### config.mk
export PLATFORM = sky130hd
export DESIGN_NAME = can_datagram_segmenter_unit
export DESIGN_NICKNAME = d
export VERILOG_FILES = /design/src/rtl/cds_pkg.sv /design/src/rtl/can_datagram_segmenter_unit.sv /design/src/rtl/cds_front.sv /design/src/rtl/cds_fifo.sv /design/src/rtl/cds_back.sv
export SDC_FILE = /design/constraint.sdc
export NUM_CORES = 1
export LEC_CHECK = 0
export BUFFER_PORTS_ARGS = -buffer_cell sky130_fd_sc_hd__buf_2
export CAP_MARGIN = 30
export CELL_PAD_IN_SITES_DETAIL_PLACEMENT = 2
export CELL_PAD_IN_SITES_GLOBAL_PLACEMENT = 2
export CORE_UTILIZATION = 40
export DETAILED_ROUTE_END_ITERATION = 6
export PLACE_DENSITY_LB_ADDON = 0.1
export SLEW_MARGIN = 20
export SYNTH_ARGS = -nofsm -noshare
export SYNTH_HDL_FRONTEND = slang
export SYNTH_HIERARCHICAL = 1
export SYNTH_SLANG_ARGS = --single-unit
### constraint.sdc
create_clock -name clk_i -period 4.5 [get_ports clk_i]
set_input_delay 0.675 -clock clk_i [delete_from_list [all_inputs] [get_ports clk_i]]
set_output_delay 0.675 -clock clk_i [all_outputs]
set_load 0.1 [all_outputs]
### src/rtl/cds_pkg.sv
`timescale 1ns / 1ps
`default_nettype none
// ----------------------------------------------------------------------------
// cds_pkg: shared types and constants of the CAN datagram segmenter
// Holds the frame record passed from the front part to the back part, the
// identifier configuration bundle, register indexes and the front phases.
// ----------------------------------------------------------------------------
package cds_pkg;

  localparam int unsigned FIFO_DEPTH = 4;
  localparam int unsigned BODY_BYTES = 7;

  localparam logic [7:0] PROTO_BASE   = 8'h30;
  localparam logic [7:0] FIRST_PART   = 8'h01;
  localparam logic [14:0] HDR_EXTRA   = 15'd3;
  localparam logic [3:0] LEN_FIRST_EMPTY = 4'd7;
  localparam logic [3:0] LEN_FULL     = 4'd8;
  localparam logic [2:0] FILL_FULL    = 3'd7;

  localparam int unsigned CFG_DATA_W  = 19;
  localparam int unsigned CFG_INDEX_W = 2;

  typedef enum logic [CFG_INDEX_W-1:0] {
    CFG_MESSAGE_ID     = 2'd0,
    CFG_RECEIVER_CLASS = 2'd1,
    CFG_DEST_ADDRESS   = 2'd2,
    CFG_UIP_SUBLEVEL   = 2'd3
  } cfg_index_e;

  typedef enum logic [1:0] {
    PH_IDLE  = 2'd0,
    PH_FIRST = 2'd1,
    PH_BODY  = 2'd2
  } phase_e;

  typedef enum logic {
    CMD_HEADER  = 1'b0,
    CMD_PAYLOAD = 1'b1
  } cmd_e;

  typedef struct packed {
    logic [6:0]  message_id;
    logic [2:0]  receiver_class;
    logic [18:0] dest_address;
  } id_cfg_t;

  typedef struct packed {
    logic [7:0]                  part;
    logic [3:0]                  count;
    logic [BODY_BYTES-1:0][7:0]  data;
    logic                        last;
  } frame_t;

endpackage : cds_pkg
`default_nettype wire

### src/rtl/can_datagram_segmenter_unit.sv
`timescale 1ns / 1ps
`default_nettype none
// ----------------------------------------------------------------------------
// can_datagram_segmenter_unit: splits datagrams into extended CAN frames
// Header and payload byte requests come in; 29-bit identifier frames go out.
// ----------------------------------------------------------------------------
// Usage. The input side looks like a queue: a request is taken at a rising
// edge with push high and full low. A header request (cmd_i 0) opens a
// datagram, each payload request (cmd_i 1) adds one byte. Frames leave through
// a second queue interface: while empty is low the oldest frame sits on the
// result ports, and it is taken at an edge with pop high.
// Throughput is one request per cycle while full is low, set by the front
// assembly logic, which handles each byte as it is taken. The edge that
// takes the request that finished a frame writes it into the frame queue;
// a later edge moves it into the output register once that register is
// empty or being popped, and it is then on the result ports.
// When the receiver stalls, the output register holds its frame and the
// frame queue (four entries) fills; full rises only when that queue is
// full, and at most one frame is made per request.
// Reset clears the datagram state, empties both queues and loads the
// configuration registers with their defaults. Configuration writes through
// cfg_we_i are taken at once and should be made while the block is idle.
// ----------------------------------------------------------------------------
module can_datagram_segmenter_unit (
  input  wire logic                            clk_i,
  input  wire logic                            rst_ni,
  input  wire logic                            cfg_we_i,
  input  wire logic [cds_pkg::CFG_INDEX_W-1:0] cfg_index_i,
  input  wire logic [cds_pkg::CFG_DATA_W-1:0]  cfg_wdata_i,
  input  wire logic                            push,
  output logic                                 full,
  input  wire logic                            cmd_i,
  input  wire logic                            repeat_flag_i,
  input  wire logic [7:0]                      purpose_code_i,
  input  wire logic [7:0]                      version_code_i,
  input  wire logic [7:0]                      sub_command_i,
  input  wire logic [14:0]                     payload_length_i,
  input  wire logic [7:0]                      data_byte_i,
  output logic                                 empty,
  input  wire logic                            pop,
  output logic [28:0]                          frame_id_o,
  output logic [3:0]                           frame_length_o,
  output logic [7:0]                           byte0_o,
  output logic [7:0]                           byte1_o,
  output logic [7:0]                           byte2_o,
  output logic [7:0]                           byte3_o,
  output logic [7:0]                           byte4_o,
  output logic [7:0]                           byte5_o,
  output logic [7:0]                           byte6_o,
  output logic [7:0]                           byte7_o,
  output logic                                 last_frame_o
);
  import cds_pkg::*;

  // Configuration registers. The sublevel is sampled by the front when a
  // header arrives; the identifier fields are sampled by the back per frame.
  id_cfg_t    id_cfg_q;
  logic [3:0] sublevel_q;

  always_ff @(posedge clk_i or negedge rst_ni) begin
    if (!rst_ni) begin
      id_cfg_q.message_id     <= 7'd116;
      id_cfg_q.receiver_class <= 3'd1;
      id_cfg_q.dest_address   <= '0;
      sublevel_q              <= 4'd3;
    end else if (cfg_we_i) begin
      case (cfg_index_e'(cfg_index_i))
        CFG_MESSAGE_ID:     id_cfg_q.message_id     <= cfg_wdata_i[6:0];
        CFG_RECEIVER_CLASS: id_cfg_q.receiver_class <= cfg_wdata_i[2:0];
        CFG_DEST_ADDRESS:   id_cfg_q.dest_address   <= cfg_wdata_i[18:0];
        CFG_UIP_SUBLEVEL:   sublevel_q              <= cfg_wdata_i[3:0];
        default: begin
        end
      endcase
    end
  end

  // The input side is ready whenever the frame queue has room, so a byte can
  // be taken every cycle even while a finished frame waits to be popped.
  logic   accept;
  logic   fq_push, fq_pop, fq_full, fq_empty, out_valid;
  frame_t fq_wdata, fq_rdata, out_frame;

  assign full   = fq_full;
  assign accept = push && !fq_full;

  cds_front u_front (
    .clk_i            (clk_i),
    .rst_ni           (rst_ni),
    .accept_i         (accept),
    .cmd_i            (cmd_i),
    .repeat_flag_i    (repeat_flag_i),
    .purpose_code_i   (purpose_code_i),
    .version_code_i   (version_code_i),
    .sub_command_i    (sub_command_i),
    .payload_length_i (payload_length_i),
    .data_byte_i      (data_byte_i),
    .uip_sublevel_i   (sublevel_q),
    .frame_push_o     (fq_push),
    .frame_o          (fq_wdata)
  );

  cds_fifo u_fifo (
    .clk_i   (clk_i),
    .rst_ni  (rst_ni),
    .push_i  (fq_push),
    .wdata_i (fq_wdata),
    .pop_i   (fq_pop),
    .rdata_o (fq_rdata),
    .full_o  (fq_full),
    .empty_o (fq_empty)
  );

  cds_back u_back (
    .clk_i         (clk_i),
    .rst_ni        (rst_ni),
    .id_cfg_i      (id_cfg_q),
    .frame_i       (fq_rdata),
    .frame_avail_i (!fq_empty),
    .frame_take_o  (fq_pop),
    .pop_i         (pop),
    .valid_o       (out_valid),
    .frame_id_o    (frame_id_o),
    .frame_o       (out_frame)
  );

  // Frame record to result ports; byte0 is the part number.
  assign empty          = !out_valid;
  assign frame_length_o = out_frame.count;
  assign byte0_o        = out_frame.part;
  assign byte1_o        = out_frame.data[0];
  assign byte2_o        = out_frame.data[1];
  assign byte3_o        = out_frame.data[2];
  assign byte4_o        = out_frame.data[3];
  assign byte5_o        = out_frame.data[4];
  assign byte6_o        = out_frame.data[5];
  assign byte7_o        = out_frame.data[6];
  assign last_frame_o   = out_frame.last;

`ifndef SYNTHESIS
  // Only the final frame of a datagram may be short.
  a_short_only_last: assert property (@(posedge clk_i) disable iff (!rst_ni)
    (!empty && !last_frame_o) |-> (frame_length_o == LEN_FULL))
    else $error("non-final frame shorter than eight bytes");

  // Frame length stays within one to eight bytes.
  a_len_range: assert property (@(posedge clk_i) disable iff (!rst_ni)
    !empty |-> (frame_length_o != 4'd0 && frame_length_o <= LEN_FULL))
    else $error("frame length out of range");

  // Unused trailing byte must be cleared.
  a_unused_zero: assert property (@(posedge clk_i) disable iff (!rst_ni)
    (!empty && frame_length_o != LEN_FULL) |-> (byte7_o == 8'd0))
    else $error("unused frame byte not zero");

  // A frame pushed into a full queue would be lost.
  a_no_overflow: assert property (@(posedge clk_i) disable iff (!rst_ni)
    fq_push |-> (!fq_full || fq_pop))
    else $error("frame queue overflow");
`endif

endmodule : can_datagram_segmenter_unit
`default_nettype wire

### src/rtl/cds_front.sv
`timescale 1ns / 1ps
`default_nettype none
// ----------------------------------------------------------------------------
// cds_front: request intake and frame assembly
// Classifies each accepted request as header or payload byte, tracks the
// datagram phase and fills the frame buffer; a finished frame is pushed on.
// ----------------------------------------------------------------------------
module cds_front (
  input  wire logic                 clk_i,
  input  wire logic                 rst_ni,
  input  wire logic                 accept_i,
  input  wire logic                 cmd_i,
  input  wire logic                 repeat_flag_i,
  input  wire logic [7:0]           purpose_code_i,
  input  wire logic [7:0]           version_code_i,
  input  wire logic [7:0]           sub_command_i,
  input  wire logic [14:0]          payload_length_i,
  input  wire logic [7:0]           data_byte_i,
  input  wire logic [3:0]           uip_sublevel_i,
  output logic                      frame_push_o,
  output cds_pkg::frame_t           frame_o
);
  import cds_pkg::*;

  phase_e                     phase_q, phase_d;
  logic [7:0]                 part_q, part_d;
  logic [14:0]                remaining_q, remaining_d;
  logic [2:0]                 fill_q, fill_d;
  logic [BODY_BYTES-1:0][7:0] buf_q, buf_d;
  logic [BODY_BYTES-1:0][7:0] work;
  logic [14:0]                total;
  logic [14:0]                rem_dec;
  logic [2:0]                 fill_inc;

  assign total    = payload_length_i + HDR_EXTRA;
  assign rem_dec  = remaining_q - 15'd1;
  assign fill_inc = fill_q + 3'd1;

  always_comb begin
    phase_d      = phase_q;
    part_d       = part_q;
    remaining_d  = remaining_q;
    fill_d       = fill_q;
    buf_d        = buf_q;
    work         = buf_q;
    frame_push_o = 1'b0;
    frame_o.part  = part_q;
    frame_o.count = LEN_FULL;
    frame_o.data  = buf_q;
    frame_o.last  = 1'b0;
    if (accept_i) begin
      if (cmd_i == CMD_HEADER) begin
        work    = '0;
        work[0] = PROTO_BASE | {4'd0, uip_sublevel_i};
        work[1] = total[7:0];
        work[2] = {repeat_flag_i, total[14:8]};
        work[3] = purpose_code_i;
        work[4] = version_code_i;
        work[5] = sub_command_i;
        fill_d      = '0;
        remaining_d = payload_length_i;
        frame_o.part  = FIRST_PART;
        frame_o.count = LEN_FIRST_EMPTY;
        frame_o.data  = work;
        frame_o.last  = 1'b1;
        if (payload_length_i == '0) begin
          // Empty datagram: the header alone makes the only frame.
          frame_push_o = 1'b1;
          part_d       = FIRST_PART + 8'd1;
          buf_d        = '0;
          phase_d      = PH_IDLE;
        end else begin
          part_d  = FIRST_PART;
          buf_d   = work;
          phase_d = PH_FIRST;
        end
      end else begin
        case (phase_q)
          PH_FIRST: begin
            work[6]       = data_byte_i;
            frame_push_o  = 1'b1;
            frame_o.count = LEN_FULL;
            frame_o.data  = work;
            frame_o.last  = (rem_dec == '0);
            part_d        = part_q + 8'd1;
            remaining_d   = rem_dec;
            buf_d         = '0;
            fill_d        = '0;
            phase_d       = (rem_dec == '0) ? PH_IDLE : PH_BODY;
          end
          PH_BODY: begin
            if (fill_q != FILL_FULL) begin
              work[fill_q] = data_byte_i;
            end
            remaining_d = rem_dec;
            fill_d      = fill_inc;
            buf_d       = work;
            if (rem_dec == '0 || fill_inc == FILL_FULL) begin
              frame_push_o  = 1'b1;
              frame_o.count = {1'b0, fill_inc} + 4'd1;
              frame_o.data  = work;
              frame_o.last  = (rem_dec == '0);
              part_d        = part_q + 8'd1;
              buf_d         = '0;
              fill_d        = '0;
              if (rem_dec == '0) begin
                phase_d = PH_IDLE;
              end
            end
          end
          default: begin
            // Stray payload byte outside a datagram is dropped.
          end
        endcase
      end
    end
  end

  always_ff @(posedge clk_i or negedge rst_ni) begin
    if (!rst_ni) begin
      phase_q     <= PH_IDLE;
      part_q      <= FIRST_PART;
      remaining_q <= '0;
      fill_q      <= '0;
      buf_q       <= '0;
    end else begin
      phase_q     <= phase_d;
      part_q      <= part_d;
      remaining_q <= remaining_d;
      fill_q      <= fill_d;
      buf_q       <= buf_d;
    end
  end

endmodule : cds_front
`default_nettype wire

### src/rtl/cds_fifo.sv
`timescale 1ns / 1ps
`default_nettype none
// ----------------------------------------------------------------------------
// cds_fifo: frame queue between front and back
// A small register queue of finished frame records so that the intake and
// the result side stall independently.
// ----------------------------------------------------------------------------
module cds_fifo (
  input  wire logic             clk_i,
  input  wire logic             rst_ni,
  input  wire logic             push_i,
  input  cds_pkg::frame_t       wdata_i,
  input  wire logic             pop_i,
  output cds_pkg::frame_t       rdata_o,
  output logic                  full_o,
  output logic                  empty_o
);
  import cds_pkg::*;

  localparam int unsigned PtrW = (FIFO_DEPTH > 1) ? $clog2(FIFO_DEPTH) : 1;
  localparam int unsigned CntW = $clog2(FIFO_DEPTH + 1);
  localparam logic [PtrW-1:0] LastPtr = PtrW'(FIFO_DEPTH - 1);
  localparam logic [CntW-1:0] FullCnt = CntW'(FIFO_DEPTH);

  frame_t          mem_q [FIFO_DEPTH];
  logic [PtrW-1:0] wptr_q, rptr_q;
  logic [CntW-1:0] cnt_q;
  logic            do_push, do_pop;

  assign full_o  = (cnt_q == FullCnt);
  assign empty_o = (cnt_q == '0);
  assign do_push = push_i && !full_o;
  assign do_pop  = pop_i && !empty_o;
  assign rdata_o = mem_q[rptr_q];

  always_ff @(posedge clk_i) begin
    if (do_push) begin
      mem_q[wptr_q] <= wdata_i;
    end
  end

  always_ff @(posedge clk_i or negedge rst_ni) begin
    if (!rst_ni) begin
      wptr_q <= '0;
      rptr_q <= '0;
      cnt_q  <= '0;
    end else begin
      if (do_push) begin
        wptr_q <= (wptr_q == LastPtr) ? '0 : wptr_q + PtrW'(1);
      end
      if (do_pop) begin
        rptr_q <= (rptr_q == LastPtr) ? '0 : rptr_q + PtrW'(1);
      end
      if (do_push && !do_pop) begin
        cnt_q <= cnt_q + CntW'(1);
      end else if (do_pop && !do_push) begin
        cnt_q <= cnt_q - CntW'(1);
      end
    end
  end

endmodule : cds_fifo
`default_nettype wire

### src/rtl/cds_back.sv
`timescale 1ns / 1ps
`default_nettype none
// ----------------------------------------------------------------------------
// cds_back: frame output stage
// Takes frame records from the queue, builds the extended identifier and
// holds the result in an output register until it is popped.
// ----------------------------------------------------------------------------
module cds_back (
  input  wire logic             clk_i,
  input  wire logic             rst_ni,
  input  cds_pkg::id_cfg_t      id_cfg_i,
  input  cds_pkg::frame_t       frame_i,
  input  wire logic             frame_avail_i,
  output logic                  frame_take_o,
  input  wire logic             pop_i,
  output logic                  valid_o,
  output logic [28:0]           frame_id_o,
  output cds_pkg::frame_t       frame_o
);
  import cds_pkg::*;

  logic        valid_q;
  logic [28:0] id_q;
  frame_t      frame_q;

  assign frame_take_o = frame_avail_i && (!valid_q || pop_i);
  assign valid_o      = valid_q;
  assign frame_id_o   = id_q;
  assign frame_o      = frame_q;

  always_ff @(posedge clk_i or negedge rst_ni) begin
    if (!rst_ni) begin
      valid_q <= 1'b0;
    end else if (frame_take_o) begin
      valid_q <= 1'b1;
    end else if (pop_i) begin
      valid_q <= 1'b0;
    end
  end

  always_ff @(posedge clk_i) begin
    if (frame_take_o) begin
      id_q    <= {id_cfg_i.message_id, id_cfg_i.receiver_class, id_cfg_i.dest_address};
      frame_q <= frame_i;
    end
  end

endmodule : cds_back
`default_nettype wire

=== Word level (Yosys, flattened, before mapping) ===
Memories as Yosys holds them, arrays and structs flattened. A register that Yosys moved wholly into a read port is not among the register bits.
Cells that the tools add are included.

* Add/subtract/negate cells: 9
* Order comparisons: 2
* Eq/ne operators: 14
* Mux-type cells: 41
* Reduce and logical (&&, ||, !) cells: 29

{| class="wikitable"
|+ Operators with widths
! operator !! count
|-
| $mux 56 || 3
|-
| $mux 61 || 2
|-
| $pmux 61 s2 || 1
|-
| $pmux 56 s2 || 1
|-
| $mux 69 || 1
|-
| $bwmux 56 || 1
|-
| $mux 48 || 1
|-
| $mux 8 || 4
|-
| $logic_not 15->1 || 2
|-
| $mux 15 || 2
|-
| $demux 8 s3 || 1
|-
| $pmux 8 s2 || 1
|-
| $add 15x2->15 const B || 1
|-
| $sub 15x1->15 const B || 1
|-
| $mux 2 || 7
|-
| $mux 3 || 4
|-
| $reduce_and 2->1 || 6
|-
| $eq 2x2->1 const B || 5
|-
| $mux 1 || 9
|-
| $add 8x1->8 const B || 1
|-
| $logic_and 1x1->1 || 7
|-
| $add 3x1->3 const B || 2
|-
| $eq 3x3->1 const B || 2
|-
| $ne 3x2->1 const B || 2
|-
| 20 further kinds || 28
|}

* Bits in registers: 154
* RAM bits: 276
* Bits of input ports: 75
* Output and inout bits: 100
* Logic and storage cells: 116
* Memories: 1

{| class="wikitable"
|+ Memory list
! memory !! words !! bits a word !! rd ports !! clocked after memory_dff !! wr ports !! RTL line !! RTL
|-
| u_fifo.mem_q || 4 || 69 || 1 || 1 || 1 || cds_fifo.sv:25 || <nowiki>frame_t mem_q [FIFO_DEPTH];</nowiki>
|}

=== Depth between registers and ports, before layout ===
* Depth in word-level cells: 12
* Mapped depth: 18

=== By module ===
Netlist, hierarchy kept.

{| class="wikitable"
|+ Modules (own cells, without submodules)
! module !! times used !! cells an instance !! area an instance (µm²) !! seq. area each (µm²)
|-
| cds_fifo || 1 || 398 || 10378.7 || 8463.1
|-
| cds_front || 1 || 663 || 5843.1 || 2103.3
|-
| cds_back || 1 || 102 || 2986.6 || 2967.8
|-
| can_datagram_segmenter_unit || 1 || 75 || 1327.5 || 834.6
|}

=== Worst setup path after synthesis ===
Ideal clock, no wire load.

* Path type: input to register
* From: in pop
* To: reg u_fifo.cnt_q[1]
* Library setup time: 0.125 ns
* Arrival: 4.506 ns
* Data required time: 4.375 ns
* Setup slack: -0.130 ns
* Stages on the path: 7
* Cells stage by stage: nand2b_1 > and2_1 > o31ai_2 > ha_1 > inv_1 > fa_1 > mux2_2

* Cells in the longest elaborated chain, start to end: 6
* Elaborated cells on any way between the ends: 8
* Those cells by class: 1 x mux; 7 x reduce/logical

{| class="wikitable"
|+ RTL lines
! item !! RTL line !! RTL
|-
| start: declaration || can_datagram_segmenter_unit.sv:40 || <nowiki>input wire logic pop,</nowiki>
|-
| $logic_or 1x1->1 (*) || cds_back.sv:26 || <nowiki>assign frame_take_o = frame_avail_i && (!valid_q || pop_i);</nowiki>
|-
| $logic_and 1x1->1 (*) || cds_back.sv:26 ||
|-
| net fq_pop || can_datagram_segmenter_unit.sv:81 || <nowiki>logic fq_push, fq_pop, fq_full, fq_empty, out_valid;</nowiki>
|-
| $logic_and 1x1->1 (*) || cds_fifo.sv:33 || <nowiki>assign do_pop = pop_i && !empty_o;</nowiki>
|-
| $logic_not 1->1 || cds_fifo.sv:54 || <nowiki>if (do_push && !do_pop) begin</nowiki>
|-
| $logic_and 1x1->1 || cds_fifo.sv:54 ||
|-
| $mux 3 / $reduce_bool 2->1 (equally long branches) || n/a ||
|-
| end signal: assignment || cds_fifo.sv:55 || <nowiki>cnt_q <= cnt_q + CntW'(1);</nowiki>
|-
| end signal: assignment || cds_fifo.sv:57 || <nowiki>cnt_q <= cnt_q - CntW'(1);</nowiki>
|-
| end: declaration || cds_fifo.sv:27 || <nowiki>logic [CntW-1:0] cnt_q;</nowiki>
|}

Mark *: on every way through the listed nets, which the timed path passes. The rest lies on a longest branch.
A chain may end at the register's enable or synchronous reset.

=== Worst setup path after layout ===
* From: reg u_front.remaining_q[7]
* To: reg u_fifo.cnt_q[2]

* Cells in the longest elaborated chain, start to end: 11
* Elaborated cells on any way between the ends: 13
* Those cells by class: 1 x add/sub; 5 x mux; 7 x reduce/logical

{| class="wikitable"
|+ RTL lines
! item !! RTL line !! RTL
|-
| start: declaration || cds_front.sv:27 || <nowiki>logic [14:0] remaining_q, remaining_d;</nowiki>
|-
| start signal: assignment || cds_front.sv:129 || <nowiki>remaining_q <= remaining_d;</nowiki>
|-
| $sub 15x1->15 (*) || cds_front.sv:36 || <nowiki>assign rem_dec = remaining_q - 15'd1;</nowiki>
|-
| $logic_not 15->1 (*) || cds_front.sv:98 || <nowiki>if (rem_dec == '0 || fill_inc == FILL_FULL) begin</nowiki>
|-
| $logic_or 1x1->1 (*) || cds_front.sv:98 ||
|-
| $mux 1 (*) || cds_front.sv:98 ||
|-
| $pmux 1 s2 (*) || cds_front.sv:78 || <nowiki>case (phase_q)</nowiki>
|-
| $mux 1 (*) || cds_front.sv:52 || <nowiki>if (cmd_i == CMD_HEADER) begin</nowiki>
|-
| $mux 1 (*) || cds_front.sv:51 || <nowiki>if (accept_i) begin</nowiki>
|-
| net fq_push || can_datagram_segmenter_unit.sv:81 ||
|-
| $logic_and 1x1->1 (*) || cds_fifo.sv:32 || <nowiki>assign do_push = push_i && !full_o;</nowiki>
|-
| $logic_not 1->1 || cds_fifo.sv:56 || <nowiki>end else if (do_pop && !do_push) begin</nowiki>
|-
| $logic_and 1x1->1 || cds_fifo.sv:56 ||
|-
| $reduce_bool 2->1 (no line) || n/a ||
|}

Marked as above.

==> metrics.cfg <==
[global_routing]
grt_pass1_vias=13600
grt_max_degree=74
grt_use_total=0.228
antenna_found_initial=0
grt_first_pass_wirelength_mm=89.0
overflow=0

[placement]
placed_cells_incl_taps=2055
portBuffers=174
place_congestion=0.787
dp_hpwl_mm=38.3

[outcome]
violations=hold timing
outcome=finished, violations left

[timing]
tightestPinTransition_ns=0.961
setup_tns_ns=0
grt_setup_unrepaired=false
skew_ns=0.0222
setup_viol=0
fin_crit_sh=0.822
whs_ns=-0.00670
max_freq_ghz=0.270
slew_viol_final=0
finalCriticalPeriod_ns=3.70
hold_viol_final=1
relSlewSlack=0.356

[yosys]
syn_inst=1238
synth_flop_cell=edfxtp_1
synthesis.area_sq_um=20500
synthAdderAreaFrac=0.0126
synthDistinctLibCells=72
synthTopCellsByArea=edfxtp_1 (55%), dfrtp_1 (14%), mux4_2 (7.6%), a221o_1 (4.0%), mux2_2 (1.4%)
syn-mean-instance-area_sq_um=16.6
syn_nets=1333
yosysWarnings=6
async_flop_share=0.251
synth_area_leader_cell=edfxtp_1
synth_compound_area_frac=0.0876
synth_top_family_by_area=multiplexers
synthSimpleGateAreaFrac=0.0715
synth_edf_count=374
yosysTopAreaCellShare=0.547
ys_seq_area_frac=0.700
muxShareOfSynthArea=0.101
ys_ff_latch=499
synth-xor-area-share=0.00853

[clocking]
cts_resized=0
clock_tree.buffer_depth=3
h-tree-depth=2
numCtsBuffers=55
clock-sinks=499
cts_root_buf=clkbuf_16
post-cts-setup-buffers=0
clkLatencyLatePin_ns=0.62
cts_tree=built
clkTransAtPathRegs_ns=0.06
ctsHoldBuffers=0

[drt]
drc=0
vias=12300
avgViaCountPerCell=5.70
dr.pass1.iters=5
drtAntennaViolNets=0
drt_iter0_drc=804
wl_per_cell_microns=27.3
routed_wl_mm=58.9

[power_and_ir_drop]
p_per_area_nw_per_um2=760
peakVddDrop_mv=0.317
leakagePower_nw=8.98

[finish]
synthToLayoutAreaGrowth_pct=18.3
fillers=4669
layout-drive-gt1-share=0.303
most-common-layout-cells=edfxtp_1 (374), buf_2 (173), dfrtp_1 (115)
final_common_cell=edfxtp_1
antennaDiodeCount=0
fin_nets=1535
finalNonFillerCells=2159

[critical_path]
crit_required_ns=5.03
endpoint_kind=register
path_class=register to register
r2r_setup_slack_ns=0.80
crit_arrival_ns=4.23
crit_fanout=7
start_kind=register

[die]
die-width_microns=229
fp.dieH_microns=229
die_area_sq_um=52300
rows=82
core_area_sq_um=50400
io_pins=175
start_util=0.408

[flow_run]
max_cap_viol_count=0

[worst_hold_path]
worstHoldPathType=input port to asynchronous set/reset pin

## worst max-delay path, stage by stage, from the launching register on
cell	delay [ns]
dfrtp_1	0.44
nor4_2	0.59
nand2_1	0.18
o31ai_2	0.37
nand4_4	0.14
nand2_1	0.17
a31oi_1	0.11
nor3b_1	0.23
nor2b_1	0.16
buf_4	0.17
ha_1	0.21
inv_1	0.07
fa_1	0.38
xor2_1	0.16
nor2_1	0.11
xor2_1	0.15
## flip-flops by register name (all words and copies together) (netlist names)
register,cells
u_fifo/mem_q,276
u_front/buf_q,56
sublevel_q,4
u_fifo/wptr_q,2
u_front/part_q,8
u_front/remaining_q,15
u_fifo/rptr_q,2
u_back/frame_id_o,29
u_fifo/cnt_q,3
u_front/fill_q,3
u_front/phase_q,2
u_back/valid_o,1
id_cfg_q,29
u_back/frame_o,69
## through the flow
step	setup WS [ns]	total power [mW]	cell area [sq um]	hold slack, ns	util
after floorplan	0.0473	12.1	20500	0.379	-
after global placement	0.919	13.5	22300	0.426	0.443
after detailed placement	0.801	13.8	22300	0.431	0.443
after CTS	0.759	18.7	24300	0.00894	0.482
after global routing	0.466	19.2	24300	0.0259	0.482
final	0.799	18.5	24300	-0.00670	0.482
## worst paths after layout
kind	from	to	cells past startpoint
min in group clk_i	cfg_wdata_i[13]	id_cfg_q[13]	2
setup / recovery	u_front/remaining_q[7]	u_fifo/cnt_q[2]	15
max in group asynchronous	rst_ni	sublevel_q[0]	2
hold reg to reg	id_cfg_q[2]	u_back/frame_id_o[2]	0
setup reg to reg	u_front/remaining_q[7]	u_fifo/cnt_q[2]	15
hold / removal	rst_ni	id_cfg_q[9]	1
## kinds of logic after synthesis
logic type,Yosys count
compound gates,230
xor+xnor,20
fa+ha+maj,20
buf+inv,87
flops,499
mux,112
simple gates,270
## area by class of cell
type / instances / area, sq um / area share
flip-flops and latches: 499 / 14400 / 0.592
repair buffers: 207 / 1210 / 0.0499
well taps: 672 / 841 / 0.0346
clock inverters: 34 / 444 / 0.0183
inverters: 25 / 93.8 / 0.00386
multi-input cells: 652 / 5800 / 0.239
clock buffers: 70 / 1520 / 0.0627
## cells in the mapped netlist (4+ instances only)
master and count:
edfxtp_1 374, dfrtp_1 117, a221o_1 83, mux4_2 69, nand2_1 64, nor2_1 51, clkbuf_1 44, and2_1 40
o21ai_0 37, a21oi_1 35, nor2b_1 32, mux2_2 26, inv_1 25, nand3_1 21, ha_1 19, a22o_1 16
o22ai_1 15, mux2_4 12, xor2_1 11, nor4_1 10, xnor2_1 9, buf_4 8, dfstp_2 8, nand4_1 8
nor3_1 8, a31oi_1 7, and3_1 7, a21o_1 6, buf_2 6, nor3_2 6, mux2i_1 4, nand2b_1 4
or3_1 4
## power by group
group          total [mW]  switching [mW]  internal, mW
Clock                4.84            1.91          2.93
Combinational        6.61            4.88          1.74
Sequential           7.02           0.636          6.38
## per-layer routing
| metal | GRT usage | wire [microns] |
|---|---|---|
| met1 | 0.309 | 25800 |
| met2 | 0.385 | 29200 |
| met3 | 0.0338 | 2650 |
| met4 | 0.0617 | 1280 |
| met5 | 0 | 0 |
Note: power is estimated with default switching activity, not from simulation.
